**src/rtl/scri_pkg.sv**
```systemverilog
// Shared helpers for the staircase code row interleaver.
// No dependencies; imported by every module of the block.
package scri_pkg;

    // Index width for a range of n values, never below one bit.
    function automatic int f_idx_w(input int n);
        return (n > 1) ? $clog2(n) : 1;
    endfunction

endpackage

```
**src/rtl/scri_tap.sv**
```systemverilog
// One gather tap: row age and column for one prepend position.
// Depends on scri_pkg.
module scri_tap #(
    parameter int CLASSES   = 2,
    parameter int PERMS     = 2,
    parameter int TILE      = 2,
    parameter int MAX_DELAY = 7,
    parameter int J         = 0
) (
    input  logic [CLASSES*PERMS-1:0][scri_pkg::f_idx_w(MAX_DELAY+1)-1:0] i_delay,
    input  logic [scri_pkg::f_idx_w(TILE)-1:0]                           i_phase,
    output logic [scri_pkg::f_idx_w((1+MAX_DELAY)*TILE-1)-1:0]           o_pos,
    output logic [scri_pkg::f_idx_w(CLASSES*TILE)-1:0]                   o_col
);
    import scri_pkg::*;

    localparam int ROWBITS = CLASSES * TILE;
    localparam int Q       = (1 + MAX_DELAY) * TILE - 1;
    localparam int R       = J % ROWBITS;
    localparam int PERM    = PERMS - J / ROWBITS;
    localparam int B       = R % TILE;
    localparam int C       = R / TILE;
    localparam int CLS     = CLASSES - 1 - C;
    localparam int DI      = CLS * PERMS + PERM - 1;
    localparam int ROT_K   = ((PERM - 1) * B) % TILE;
    localparam int XW      = f_idx_w(2 * Q);
    localparam int RW      = f_idx_w(2 * TILE);
    localparam int PSW     = f_idx_w(Q);
    localparam int CW      = f_idx_w(ROWBITS);

    logic [XW-1:0] w_x;
    logic [RW-1:0] w_rot;
    logic [RW-1:0] w_rmod;

    // Age is lookback minus one, offset by Q so it stays in [0, 2Q).
    assign w_x    = XW'(i_delay[DI]) * XW'(TILE) + XW'(i_phase) + XW'(Q - B - 1);
    assign o_pos  = (w_x >= XW'(Q)) ? PSW'(w_x - XW'(Q)) : PSW'(w_x);

    assign w_rot  = RW'(i_phase) + RW'(ROT_K);
    assign w_rmod = (w_rot >= RW'(TILE)) ? (w_rot - RW'(TILE)) : w_rot;
    assign o_col  = CW'(C * TILE) + CW'(w_rmod);

endmodule

```
**src/rtl/scri_cell.sv**
```systemverilog
// One row cell of the history line: holds one past row and adds its bits to
// the gather bus. Depends on scri_pkg.
module scri_cell #(
    parameter int ROWBITS = 4,
    parameter int NTAPS   = 8,
    parameter int PSW     = 4,
    parameter int K       = 0
) (
    input  logic                                             i_clk,
    input  logic                                             i_rst_n,
    input  logic                                             i_shift,
    input  logic [ROWBITS-1:0]                               i_row,
    output logic [ROWBITS-1:0]                               o_row,
    input  logic [NTAPS-1:0][PSW-1:0]                        i_pos,
    input  logic [NTAPS-1:0][scri_pkg::f_idx_w(ROWBITS)-1:0] i_col,
    input  logic [NTAPS-1:0]                                 i_gather,
    output logic [NTAPS-1:0]                                 o_gather
);
    import scri_pkg::*;

    logic [ROWBITS-1:0] r_row;
    logic [ROWBITS-1:0] n_row;

    assign n_row = i_shift ? i_row : r_row;

    always_ff @(posedge i_clk) begin
        if (!i_rst_n) begin
            r_row <= '0;
        end else begin
            r_row <= n_row;
        end
    end

    assign o_row = r_row;

    // Pass the bus on, adding the selected bit where a tap points here.
    always_comb begin
        for (int t = 0; t < NTAPS; t++) begin
            o_gather[t] = i_gather[t] | ((i_pos[t] == PSW'(K)) & r_row[i_col[t]]);
        end
    end

endmodule

```
**src/rtl/staircase_code_row_interleaver.sv**
```systemverilog
// Top level of the staircase code row interleaver: history line of row cells,
// gather taps, delay registers and output register. Depends on scri_pkg,
// scri_tap and scri_cell.
//
//   channel  direction  handshake                  payload
//   input    in         i_in_valid / o_in_ready    i_new_row_bits
//   result   out        o_out_valid / i_out_ready  o_prepend_bits, o_row_phase_out
//   config   in         i_cfg_wr_en                i_cfg_index, i_cfg_wdata
//
// One row per cycle while the output slot is free or emptied: a row transfer
// gathers from the cell line in the same cycle and registers its result.
// The gather bus runs through all Q cells, which sets the longest path.
// Reset clears every cell, the phase and the output valid; delays take their
// reset values. A stalled result holds the output register and blocks input
// only while the result is not being taken in the same cycle.
module staircase_code_row_interleaver #(
    parameter int CLASSES   = 2,
    parameter int PERMS     = 2,
    parameter int TILE      = 2,
    parameter int MAX_DELAY = 7
) (
    input  logic                                         i_clk,
    input  logic                                         i_rst_n,
    input  logic                                         i_in_valid,
    output logic                                         o_in_ready,
    input  logic [CLASSES*TILE-1:0]                      i_new_row_bits,
    output logic                                         o_out_valid,
    input  logic                                         i_out_ready,
    output logic [PERMS*CLASSES*TILE-1:0]                o_prepend_bits,
    output logic [scri_pkg::f_idx_w(TILE)-1:0]           o_row_phase_out,
    input  logic                                         i_cfg_wr_en,
    input  logic [scri_pkg::f_idx_w(CLASSES*PERMS)-1:0]  i_cfg_index,
    input  logic [scri_pkg::f_idx_w(MAX_DELAY+1)-1:0]    i_cfg_wdata
);
    import scri_pkg::*;

    localparam int ROWBITS = CLASSES * TILE;
    localparam int NTAPS   = PERMS * ROWBITS;
    localparam int NREGS   = CLASSES * PERMS;
    localparam int Q       = (1 + MAX_DELAY) * TILE - 1;
    localparam int DW      = f_idx_w(MAX_DELAY + 1);
    localparam int PW      = f_idx_w(TILE);
    localparam int PSW     = f_idx_w(Q);
    localparam int CW      = f_idx_w(ROWBITS);
    localparam int IW      = f_idx_w(NREGS);
    localparam int DELAY_RST [4] = '{2, 7, 3, 4};

    // Delay registers, one per class and permutation.
    logic [NREGS-1:0][DW-1:0] r_delay;
    logic [NREGS-1:0][DW-1:0] n_delay;

    // Row phase and output register.
    logic [PW-1:0]    r_phase;
    logic [PW-1:0]    n_phase;
    logic             r_out_valid;
    logic             n_out_valid;
    logic [NTAPS-1:0] r_prepend;
    logic [NTAPS-1:0] n_prepend;
    logic [PW-1:0]    r_phase_out;
    logic [PW-1:0]    n_phase_out;

    logic             w_accept;

    // Tap results and the cell line.
    logic [NTAPS-1:0][PSW-1:0] w_pos;
    logic [NTAPS-1:0][CW-1:0]  w_col;
    logic [ROWBITS-1:0]        w_row    [Q+1];
    logic [NTAPS-1:0]          w_gather [Q+1];

    // Accept a row whenever the output slot is free or is emptied this cycle.
    assign o_in_ready = !r_out_valid || i_out_ready;
    assign w_accept   = i_in_valid && o_in_ready;

    // Configuration writes; drop indexes beyond the register list.
    always_comb begin
        n_delay = r_delay;
        for (int k = 0; k < NREGS; k++) begin
            if (i_cfg_wr_en && (i_cfg_index == IW'(k))) begin
                n_delay[k] = i_cfg_wdata;
            end
        end
    end

    always_ff @(posedge i_clk) begin
        if (!i_rst_n) begin
            for (int k = 0; k < NREGS; k++) begin
                r_delay[k] <= DW'(DELAY_RST[k % 4]);
            end
        end else begin
            r_delay <= n_delay;
        end
    end

    // One tap per prepend position: row age and column for the current phase.
    for (genvar j = 0; j < NTAPS; j++) begin : g_tap
        scri_tap #(
            .CLASSES   (CLASSES),
            .PERMS     (PERMS),
            .TILE      (TILE),
            .MAX_DELAY (MAX_DELAY),
            .J         (j)
        ) u_tap (
            .i_delay (r_delay),
            .i_phase (r_phase),
            .o_pos   (w_pos[j]),
            .o_col   (w_col[j])
        );
    end

    // Cell k holds the row of age k (cell 0 is the newest). On a transfer the
    // line shifts by one, the new row enters cell 0 and the oldest falls off.
    assign w_row[0]    = i_new_row_bits;
    assign w_gather[0] = '0;

    for (genvar k = 0; k < Q; k++) begin : g_cell
        scri_cell #(
            .ROWBITS (ROWBITS),
            .NTAPS   (NTAPS),
            .PSW     (PSW),
            .K       (k)
        ) u_cell (
            .i_clk    (i_clk),
            .i_rst_n  (i_rst_n),
            .i_shift  (w_accept),
            .i_row    (w_row[k]),
            .o_row    (w_row[k+1]),
            .i_pos    (w_pos),
            .i_col    (w_col),
            .i_gather (w_gather[k]),
            .o_gather (w_gather[k+1])
        );
    end

    // Capture the gathered bits before the shift lands; advance the phase.
    always_comb begin
        n_phase     = r_phase;
        n_out_valid = r_out_valid;
        n_prepend   = r_prepend;
        n_phase_out = r_phase_out;
        if (w_accept) begin
            n_out_valid = 1'b1;
            n_prepend   = w_gather[Q];
            n_phase_out = r_phase;
            n_phase     = (r_phase == PW'(TILE - 1)) ? '0 : (r_phase + PW'(1));
        end else if (i_out_ready) begin
            n_out_valid = 1'b0;
        end
    end

    always_ff @(posedge i_clk) begin
        if (!i_rst_n) begin
            r_phase     <= '0;
            r_out_valid <= 1'b0;
        end else begin
            r_phase     <= n_phase;
            r_out_valid <= n_out_valid;
        end
    end

    // Payload of the output register needs no reset.
    always_ff @(posedge i_clk) begin
        r_prepend   <= n_prepend;
        r_phase_out <= n_phase_out;
    end

    assign o_out_valid     = r_out_valid;
    assign o_prepend_bits  = r_prepend;
    assign o_row_phase_out = r_phase_out;

endmodule

```
**config.mk**
```make
export PLATFORM = sky130hd
export DESIGN_NAME = staircase_code_row_interleaver
export DESIGN_NICKNAME = d
export VERILOG_FILES = /design/src/rtl/scri_pkg.sv /design/src/rtl/scri_tap.sv /design/src/rtl/scri_cell.sv /design/src/rtl/staircase_code_row_interleaver.sv
export SDC_FILE = /design/constraint.sdc
export NUM_CORES = 1
export LEC_CHECK = 0
export ABC_AREA = 0
export BUFFER_PORTS_ARGS = -buffer_cell sky130_fd_sc_hd__buf_4
export CAP_MARGIN = 20
export CORE_ASPECT_RATIO = 1.4
export CORE_MARGIN = 3
export CORE_UTILIZATION = 60
export DETAILED_ROUTE_END_ITERATION = 10
export MAX_ROUTING_LAYER = met4
export PLACE_DENSITY_LB_ADDON = 0.15
export SLEW_MARGIN = 0
export SYNTH_ARGS = -nofsm -noshare
export SYNTH_HDL_FRONTEND = slang
export SYNTH_HIERARCHICAL = 1
export SYNTH_SLANG_ARGS = --single-unit
export TNS_END_PERCENT = 100
```
**constraint.sdc**
```tcl
create_clock -name i_clk -period 6.2 [get_ports i_clk]
set_clock_uncertainty 0.1 [all_clocks]
set_input_delay 0 -clock i_clk [delete_from_list [all_inputs] [get_ports i_clk]]
set_output_delay 0 -clock i_clk [all_outputs]
set_load 0.02 [all_outputs]
```
==> impl_metrics.py, run 1 <==
metrics = {
    "power": {
        "intPower_w": 0.00107,
        "total_power_w": 0.00161,
        "switching_share": 0.337,
        "p_per_area_nw_per_um2": 161,
        "ir_drop_mv": 0.157,
        "pwr-share-seq": 0.362,
        "clkPwrFrac": 0.329,
        "p_leak_nw": 4.16,
        "switchingPower_w": 0.000543,
        "p_comb_frac": 0.309,
    },
    "synthesis": {
        "syn_inst": 827,
        "syn_area_um2": 9140,
        "syn_avg_cell_area_um2": 11.1,
        "synth_edf_count": 9,
        "seq_area_frac_synth": 0.192,
        "synth_warnings": 6,
        "async_flop_share": 0,
        "synthFlopType": "dfxtp_1",
        "synth_seq_cells": 83,
        "synth.distinct_cells": 52,
    },
    "sta": {
        "rsz0062_at_grt": "false",
        "hold_viol_final": 0,
        "setup_viol": 0,
        "worst_slew_pin_slew_ns": 1.18,
        "slew_headroom": 0.212,
        "fin_tns_setup_ns": 0,
        "period_needed_ns": 5.25,
        "post-route-period-util": 0.846,
        "drv_slew": 0,
        "timing.fmax_mhz": 191,
    },
    "clocking": {
        "numCtsBuffers": 9,
        "ctsRootBufferMaster": "clkbuf_16",
        "path_clk_slew_ns": 0.07,
        "htreeDepth": 3,
        "clk_path_buf_depth": 2,
        "insertion_delay_ns": 0.35,
        "cts_tree": "built",
        "cts_sinks": 83,
    },
    "critical_path": {
        "regToRegStartpoint": "r_phase",
        "cp_max_fo": 59,
        "cp-startpoint": "r_phase",
        "reg2reg_depth": 21,
        "end_kind": "register",
        "crit_end": "o_prepend_bits[5]",
        "reg2reg_slack_ns": 0.95,
        "worstPathArrival_ns": 5.26,
        "crit_required_ns": 6.21,
        "path_class": "register to register",
        "start_kind": "register",
        "r2r_end": "o_prepend_bits[5]",
    },
    "cells_and_area": {
        "nets": 902,
        "finalCoreUtilization": 0.679,
        "syn2layout_area_growth_pct": 9.18,
        "drive_gt1_frac": 0.222,
        "diodes": 0,
        "fin_area_um2": 9980,
    },
    "placed_design": {
        "gp_congestion": 0.939,
        "dpl_cell_area_um2": 9540,
        "dp_hpwl_um": 17700,
        "port_buffers": 24,
    },
    "job": {
        "maxCapViolCount": 0,
    },
    "routing": {
        "antenna_left": 0,
        "firstDrtPassIters": 5,
        "drc": 0,
        "wl_um": 25700,
        "num_vias": 7874,
        "vias_per_cell": 7.41,
        "drt_iter0_markers": 755,
        "wire_per_inst_um": 24.2,
    },
    "global_routing": {
        "antenna_found_initial": 0,
        "grt_max_degree": 79,
        "grt_pass1_wl_um": 41200,
        "first_global_vias": 7577,
        "track_usage": 0.325,
        "grt-ovfl-total": 0,
    },
    "floorplan": {
        "die_h_um": 152,
        "io_pins": 25,
        "std_cell_rows": 52,
        "fp.dieW_um": 110,
        "core_area_um2": 14700,
        "start_util": 0.622,
        "die-area_um2": 16800,
    },
    "run_status": {
        "outcome": "completed",
    },
    "hold_path": {
        "min_path_cells": 4,
        "hold_path_class": "input port to register",
    },
}
## sequential cells by signal, indices dropped and copies added, names as in the netlist
signal	cells
o_row_phase_out	1
r_phase	1
g_cell.u_cell/o_row	60
r_delay	12
o_prepend_bits	8
o_out_valid	1
## worst max-delay path: stages (launching register included)
cell	delay [ns]
dfxtp_4	0.77
buf_4	0.53
ha_1	0.35
nor3b_1	0.26
or2_1	0.14
o211a_1	0.40
nor4_1	0.11
a21o_1	0.18
a21o_1	0.15
a21o_1	0.15
a21o_1	0.15
a21o_1	0.15
a21o_1	0.15
a21o_1	0.14
a21o_1	0.15
a21o_1	0.15
a21o_1	0.15
a21o_1	0.16
a21o_1	0.16
a21o_1	0.16
a21o_1	0.16
a21o_1	0.15
## placed cells by master, fill, tap and decap left out, drive strengths merged, types with 10 or more instances in the layout
cell type,n
a21o,120
a21oi,14
and4b,32
buf,46
clkbuf,10
conb,16
dfxtp,74
dlygate4sd3,14
ha,20
inv,27
mux2i,69
mux4,120
nand2,31
nand2b,11
nand3,10
nor2b,64
nor4,12
nor4b,32
nor4bb,48
o21ai,16
## worst min-delay path by stage
stage | end | from | slack (ns)
finish | r_delay[9] | i_cfg_wr_en | 0.01
global route | r_delay[7] | i_cfg_wr_en | 0.05
CTS | r_delay[7] | i_cfg_wr_en | 0.006
detailed placement | r_delay[5] | i_cfg_wdata[2] | 0.14
global placement | r_delay[6] | i_cfg_wdata[0] | 0.14
floorplan | r_delay[11] | i_cfg_wdata[2] | 0.03
## area by class of cell
| class | instances | area (um2) |
|---|---|---|
| Timing Repair Buffer | 60 | 485 |
| Fill cell | 1139 | 4720 |
| Multi-Input combinational cell | 691 | 7130 |
| Clock buffer | 10 | 239 |
| Clock inverter | 6 | 46.3 |
| Inverter | 23 | 86.3 |
| Tap cell | 189 | 236 |
| Sequential cell | 83 | 1760 |
## routing by layer
layer,GRT usage,vias to the layer above,part of all wire
met2,0.514,438,0.50
li1,-,3471,-
met5,-,-,0
met4,0.182,0,0.061
met3,0.0433,100,0.065
met1,0.396,3865,0.37
## power by group through the flow
stage          registers, W  logic [W]  clock network, W
2_1_floorplan      0.000588   0.000362                 0
3_3_place_gp       0.000593   0.000453                 0
3_5_place_dp       0.000595   0.000472                 0
4_1_cts            0.000583   0.000481          0.000541
5_1_grt            0.000586   0.000535          0.000565
6_report           0.000583   0.000499          0.000530
## kinds of logic after synthesis
kind of cell,after synthesis,synth area share
simple gates,267,0.216
compound gates,189,0.150
mux,189,0.371
flops,83,0.192
buf+inv,60,0.0313
fa+ha+maj,20,0.0274
xor+xnor,10,0.00958
other cells,9,0.00369
## cells in the mapped netlist, types with 10 or more instances
library cell | number | area share
ha_1 | 20 | 0.027
nand2_1 | 31 | 0.013
and4b_1 | 32 | 0.035
mux2i_1 | 69 | 0.076
mux4_2 | 120 | 0.30
dfxtp_1 | 74 | 0.16
nor4_1 | 12 | 0.0082
a21o_1 | 120 | 0.099
buf_4 | 14 | 0.011
nor4bb_1 | 48 | 0.053
a21oi_1 | 14 | 0.0077
inv_1 | 18 | 0.0074
clkbuf_1 | 16 | 0.0066
nor4b_1 | 32 | 0.031
nor2b_1 | 64 | 0.044
nand2b_1 | 11 | 0.0075
o21ai_0 | 14 | 0.0077
nand3_1 | 10 | 0.0055
## metrics by stage
stage	worst slack, ns	hold slack, ns	cells
2_1_floorplan	0.550	0.0251	834
3_5_place_dp	0.911	0.137	1030
3_3_place_gp	1.07	0.136	1030
5_1_grt	0.628	0.0518	1062
4_1_cts	0.865	0.00593	1060
6_report	0.954	0.0124	1062
## what timing repair did
| item | 4_1_cts | 5_1_grt |
|---|---|---|
| hold buffers | 14 | 0 |
| setup buffers | 0 | 0 |
| endpoints found under the hold margin | 18 | 0 |
| resized for setup | 0 | 0 |
No activity file was read; power rests on OpenSTA's default activity.
==> run 2, diff against run 1 <==
==> constraint.sdc (replaced) <==
create_clock -name i_clk -period 4.86 [get_ports i_clk]
set_clock_uncertainty 0.1 [all_clocks]
set_input_delay 0 -clock i_clk [delete_from_list [all_inputs] [get_ports i_clk]]
set_output_delay 0 -clock i_clk [all_outputs]
set_load 0.02 [all_outputs]
==> impl_metrics.py, run 2 (synthesis results as in run 1) <==
metrics = {
    "floorplan": {
        "die-area_um2": 16800,
        "core_area_um2": 14700,
        "die_h_um": 152,
        "std_cell_rows": 52,
        "io_pins": 25,
        "fp.dieW_um": 110,
        "start_util": 0.622,
    },
    "global_routing": {
        "first_global_vias": 7648,
        "antenna_found_initial": 0,
        "grt_pass1_wl_um": 41800,
        "grt_use_met3": 0.0569,
        "met1_usage": 0.424,
        "grt_max_degree": 83,
        "busiest_layer": "met2",
        "grt-ovfl-total": 0,
        "track_usage": 0.328,
        "grtUsageMet2": 0.509,
    },
    "critical_path": {
        "crit_buf_inv": 1,
        "max_stage_delay_ns": 0.44,
        "start_kind": "register",
        "end_kind": "register",
        "path_cells": "inv_1 > ha_1 > or2_0 > a31oi_1 > xnor2_4 > nor4_1 > a21o_1 > a21o_1 > a21o_1 > a21o_1 > a21o_1 > a21o_1 > a21o_1 > a21o_1 > a21o_1 > a21o_1 > a21o_1 > a21o_1 > a21o_1 > a21o_1 > a21o_1",
        "cp_max_fo": 17,
        "crit_family": "compound AO/OA/AOI/OAI gates",
        "cp-startpoint": "r_phase",
        "crit_required_ns": 4.87,
        "crit_top_cell": "a21o_1",
        "worstPathArrival_ns": 4.59,
        "cp_slowest_cell": "dfxtp_4",
        "path_class": "register to register",
        "regToRegStartpoint": "r_phase",
    },
    "routing": {
        "wire_per_inst_um": 24.3,
        "num_vias": 7895,
        "antenna_left": 0,
        "drc": 0,
        "wl_um": 26000,
        "firstDrtPassIters": 5,
        "vias_per_cell": 7.38,
        "drt_iter0_markers": 808,
    },
    "job": {
        "maxCapViolCount": 0,
    },
    "sta": {
        "setup_viol": 0,
        "fin_tns_setup_ns": 0,
        "post-route-period-util": 0.941,
        "period_needed_ns": 4.57,
        "hold_viol_final": 0,
        "slew_headroom": 0.291,
        "drv_slew": 0,
        "worst_slew_pin_slew_ns": 1.06,
        "rsz0062_at_grt": "false",
        "timing.fmax_mhz": 219,
    },
    "cells_and_area": {
        "diodes": 0,
        "final_cell_mix": "mux4_2 (120), a21o_1 (120), dfxtp_1 (73)",
        "nets": 910,
        "largest_reg_flops": 60,
        "drive_gt1_frac": 0.235,
        "syn2layout_area_growth_pct": 10.5,
    },
    "clocking": {
        "cts_setup_buffers": 0,
        "ctsRootBufferMaster": "clkbuf_16",
        "htreeDepth": 3,
        "cts_sinks": 83,
        "clk_path_buf_depth": 2,
        "insertion_delay_ns": 0.36,
        "path_clk_slew_ns": 0.07,
        "numCtsBuffers": 9,
        "cts_tree": "built",
    },
    "power": {
        "p_per_area_nw_per_um2": 215,
        "pwr-share-seq": 0.338,
        "intPower_w": 0.00148,
        "switchingPower_w": 0.000694,
        "p_comb_frac": 0.312,
        "p_leak_nw": 4.24,
        "clkPwrFrac": 0.349,
        "ir_drop_mv": 0.207,
        "total_power_w": 0.00217,
        "switching_share": 0.320,
    },
    "hold_path": {
        "min_from": "i_cfg_index[1]",
        "hold_path_class": "input port to register",
    },
    "placed_design": {
        "gp_congestion": 0.956,
        "dp_hpwl_um": 17900,
        "port_buffers": 24,
    },
    "run_status": {
        "outcome": "completed",
    },
}
==> run 2: cell types whose count changed in the layout (fill, tap and decap cells not counted), moves of 2 or more <==
cell	previous run	this run
bufinv_16	0	2
clkinv_2	0	2
dlygate4sd3_1	14	11
o21ai_1	2	4
buf_4	46	57
o21ai_0	14	12
xnor2_1	6	4
==> run 2: cell type report <==
cell class | count | area (um2)
Inverter | 23 | 86.3
Clock buffer | 10 | 239
Timing Repair Buffer | 68 | 538
Clock inverter | 6 | 85.1
Fill cell | 1123 | 4600
Sequential cell | 83 | 1760
Multi-Input combinational cell | 691 | 7160
Tap cell | 189 | 236
==> run 2: worst register-to-register path, delay by kind of cell, from the launching register on <==
family / cells / cell delay (ns)
fa+ha+maj: 1 / 0.33
buf+inv: 1 / 0.08
simple gates: 2 / 0.35
flops: 1 / 0.44
compound gates: 16 / 2.77
xor+xnor: 1 / 0.28
==> run 2: routing by layer <==
| metal | vias to the layer above | routed length, um |
|---|---|---|
| li1 | 3499 | - |
| met1 | 3940 | 10100 |
| met2 | 382 | 13000 |
| met3 | 74 | 1850 |
| met4 | 0 | 1060 |
| met5 | - | 0 |
==> run 2: power by group through the flow <==
stage | Clock [W] | Combinational (W) | Sequential [W]
5_1_grt | 0.000802 | 0.000726 | 0.000737
3_3_place_gp | 0 | 0.000623 | 0.000748
2_1_floorplan | 0 | 0.000464 | 0.000751
3_5_place_dp | 0 | 0.000645 | 0.000749
6_report | 0.000759 | 0.000679 | 0.000735
4_1_cts | 0.000775 | 0.000655 | 0.000734
==> run 2: what timing repair did <==
action,4_1_cts,5_1_grt
hold endpoints to repair,18,0
hold buffers,11,0
resized for setup,0,1
endpoints found under the setup margin,0,1
==> run 2: worst paths after layout <==
kind | cells after the start | slack, ns | end
setup reg to reg | 21 | 0.29 | o_prepend_bits[3]
setup / recovery | 21 | 0.29 | o_prepend_bits[3]
hold reg to reg | 2 | 0.52 | r_delay[9]
hold / removal | 4 | 0.006 | r_delay[3]
==> run 2: through the flow <==
step           std cells  cell area, um2   util  hold WS (ns)  setup WS [ns]
2_1_floorplan        834            9190      -        0.0251          0.246
3_3_place_gp        1043            9660  0.657         0.139          0.337
3_5_place_dp        1043            9660  0.657         0.145          0.314
4_1_cts             1070           10100  0.686      0.000231          0.270
5_1_grt             1070           10100  0.687        0.0243         0.0438
6_report            1070           10100  0.687       0.00646          0.286
==> run 3, diff against run 2 <==
--- a/config.mk
+++ b/config.mk
@@ -10,7 +10,7 @@
 export CAP_MARGIN = 20
 export CORE_ASPECT_RATIO = 1.4
 export CORE_MARGIN = 3
-export CORE_UTILIZATION = 60
+export CORE_UTILIZATION = 50
 export DETAILED_ROUTE_END_ITERATION = 10
 export MAX_ROUTING_LAYER = met4
 export PLACE_DENSITY_LB_ADDON = 0.15
==> impl_metrics.py, run 3 (synthesis results as in run 1) <==
metrics = {
    "run_status": {
        "outcome": "completed",
    },
    "sta": {
        "setup_viol": 0,
        "timing.final.ws_setup_ns": 0.172,
        "fin_tns_setup_ns": 0,
        "post-route-period-util": 0.965,
        "slew_headroom": 0.386,
        "hold_ws_ns": 0.0398,
        "worst_slew_pin_slew_ns": 0.911,
        "period_needed_ns": 4.69,
        "rsz0062_at_grt": "false",
        "drv_slew": 0,
        "hold_viol_final": 0,
        "timing.fmax_mhz": 213,
    },
    "clocking": {
        "cts_setup_buffers": 0,
        "clk_path_buf_depth": 2,
        "insertion_delay_ns": 0.35,
        "htreeDepth": 3,
        "ctsRootBufferMaster": "clkbuf_16",
        "numCtsBuffers": 9,
        "cts_sinks": 83,
        "path_clk_slew_ns": 0.07,
        "cts_tree": "built",
    },
    "floorplan": {
        "start_util": 0.519,
        "die_h_um": 166,
        "fp.dieW_um": 120,
        "core_area_um2": 17600,
        "std_cell_rows": 57,
        "io_pins": 25,
        "die-area_um2": 20000,
    },
    "power": {
        "switching_share": 0.332,
        "p_leak_nw": 4.25,
        "switchingPower_w": 0.000696,
        "intPower_w": 0.00140,
        "ir_drop_mv": 0.137,
        "p_comb_frac": 0.324,
        "p_per_area_nw_per_um2": 205,
        "pwr-share-seq": 0.353,
        "total_power_w": 0.00210,
        "clkPwrFrac": 0.323,
    },
    "placed_design": {
        "port_buffers": 24,
        "post-place-ws_ns": 0.196,
        "gp_congestion": 0.918,
        "dp_hpwl_um": 18600,
    },
    "routing": {
        "antenna_left": 0,
        "num_vias": 7781,
        "wl_um": 27000,
        "wire_per_inst_um": 24.0,
        "vias_per_cell": 6.92,
        "drt_iter0_markers": 758,
        "drc": 0,
        "firstDrtPassIters": 5,
    },
    "critical_path": {
        "path_class": "register to register",
        "crit_required_ns": 4.86,
        "start_kind": "register",
        "worstPathArrival_ns": 4.68,
        "cp-startpoint": "r_delay[4]",
        "r2r_end": "o_prepend_bits[2]",
        "cp_max_fo": 14,
        "reg2reg_depth": 20,
        "crit_end": "o_prepend_bits[2]",
        "reg2reg_slack_ns": 0.17,
        "regToRegStartpoint": "r_delay[4]",
        "end_kind": "register",
    },
    "cells_and_area": {
        "final_cell_mix": "mux4_2 (120), a21o_1 (120), dfxtp_1 (72)",
        "register_area_um2": 1760,
        "drive_gt1_frac": 0.234,
        "syn2layout_area_growth_pct": 11.6,
        "multi_input_area_um2": 7160,
        "nets": 917,
        "largest_reg_flops": 60,
        "fill_cells": 1464,
    },
    "hold_path": {
        "hold_path_class": "input port to register",
    },
    "global_routing": {
        "track_usage": 0.278,
        "grt_max_degree": 79,
        "first_global_vias": 7756,
        "grt-ovfl-total": 0,
        "antenna_found_initial": 0,
        "grt_pass1_wl_um": 42700,
    },
    "job": {
        "maxCapViolCount": 0,
    },
}
==> run 3: worst min-delay path by stage <==
stage	from	endpoint	cells after the start
after floorplan	i_cfg_wdata[2]	r_delay[11]	2
after global placement	i_cfg_wdata[0]	r_delay[6]	3
after detailed placement	i_cfg_wdata[0]	r_delay[6]	3
after CTS	i_rst_n	r_delay[5]	2
after global routing	i_rst_n	r_delay[3]	2
final	i_rst_n	r_delay[5]	2
==> run 3: power by group through the flow <==
stage	clock, W	sequential, W	combinational (W)
floorplan	0	0.000751	0.000464
global placement	0	0.000752	0.000623
detailed placement	0	0.000754	0.000646
CTS	0.000697	0.000738	0.000658
global route	0.000720	0.000741	0.000728
finish	0.000678	0.000739	0.000679
==> run 3: critical path: stages, from the launching register on <==
cell and delay [ns]:
dfxtp_1 0.56, inv_1 0.12, ha_1 0.28, or3_1 0.39, a22oi_1 0.26, buf_4 0.30, nor4b_1 0.09, a21o_1 0.19
a21o_1 0.15, a21o_1 0.15, a21o_1 0.15, a21o_1 0.18, a21o_1 0.18, a21o_1 0.16, a21o_1 0.15, a21o_1 0.17
a21o_1 0.17, a21o_1 0.16, a21o_1 0.16, a21o_1 0.18, a21o_1 0.20
==> run 3: layer usage <==
layer	up-vias	wire length, um	global-route usage
met5	-	0	-
met4	0	1670	0.162
met3	92	1490	0.0395
met2	334	13100	0.447
met1	3847	10700	0.333
li1	3508	-	-
==> run 3: layout make-up <==
cell class	count	share of cell area
diodes	1	0.000245
clock buffers	12	0.0253
clock inverters	4	0.00319
inverters	23	0.00846
multi-input cells	691	0.701
flip-flops and latches	83	0.172
well taps	236	0.0289
repair buffers	75	0.0603
==> run 3: repair_timing <==
action,CTS,global route
resized for setup,0,2
endpoints found under the hold margin,18,0
hold buffers,16,0
setup endpoints to repair,0,1
==> run 3: through the flow <==
step	std cells	utilization	area, um2
floorplan	834	-	9190
global placement	1092	0.553	9740
detailed placement	1092	0.553	9740
CTS	1124	0.579	10200
global route	1124	0.579	10200
finish	1125	0.579	10200
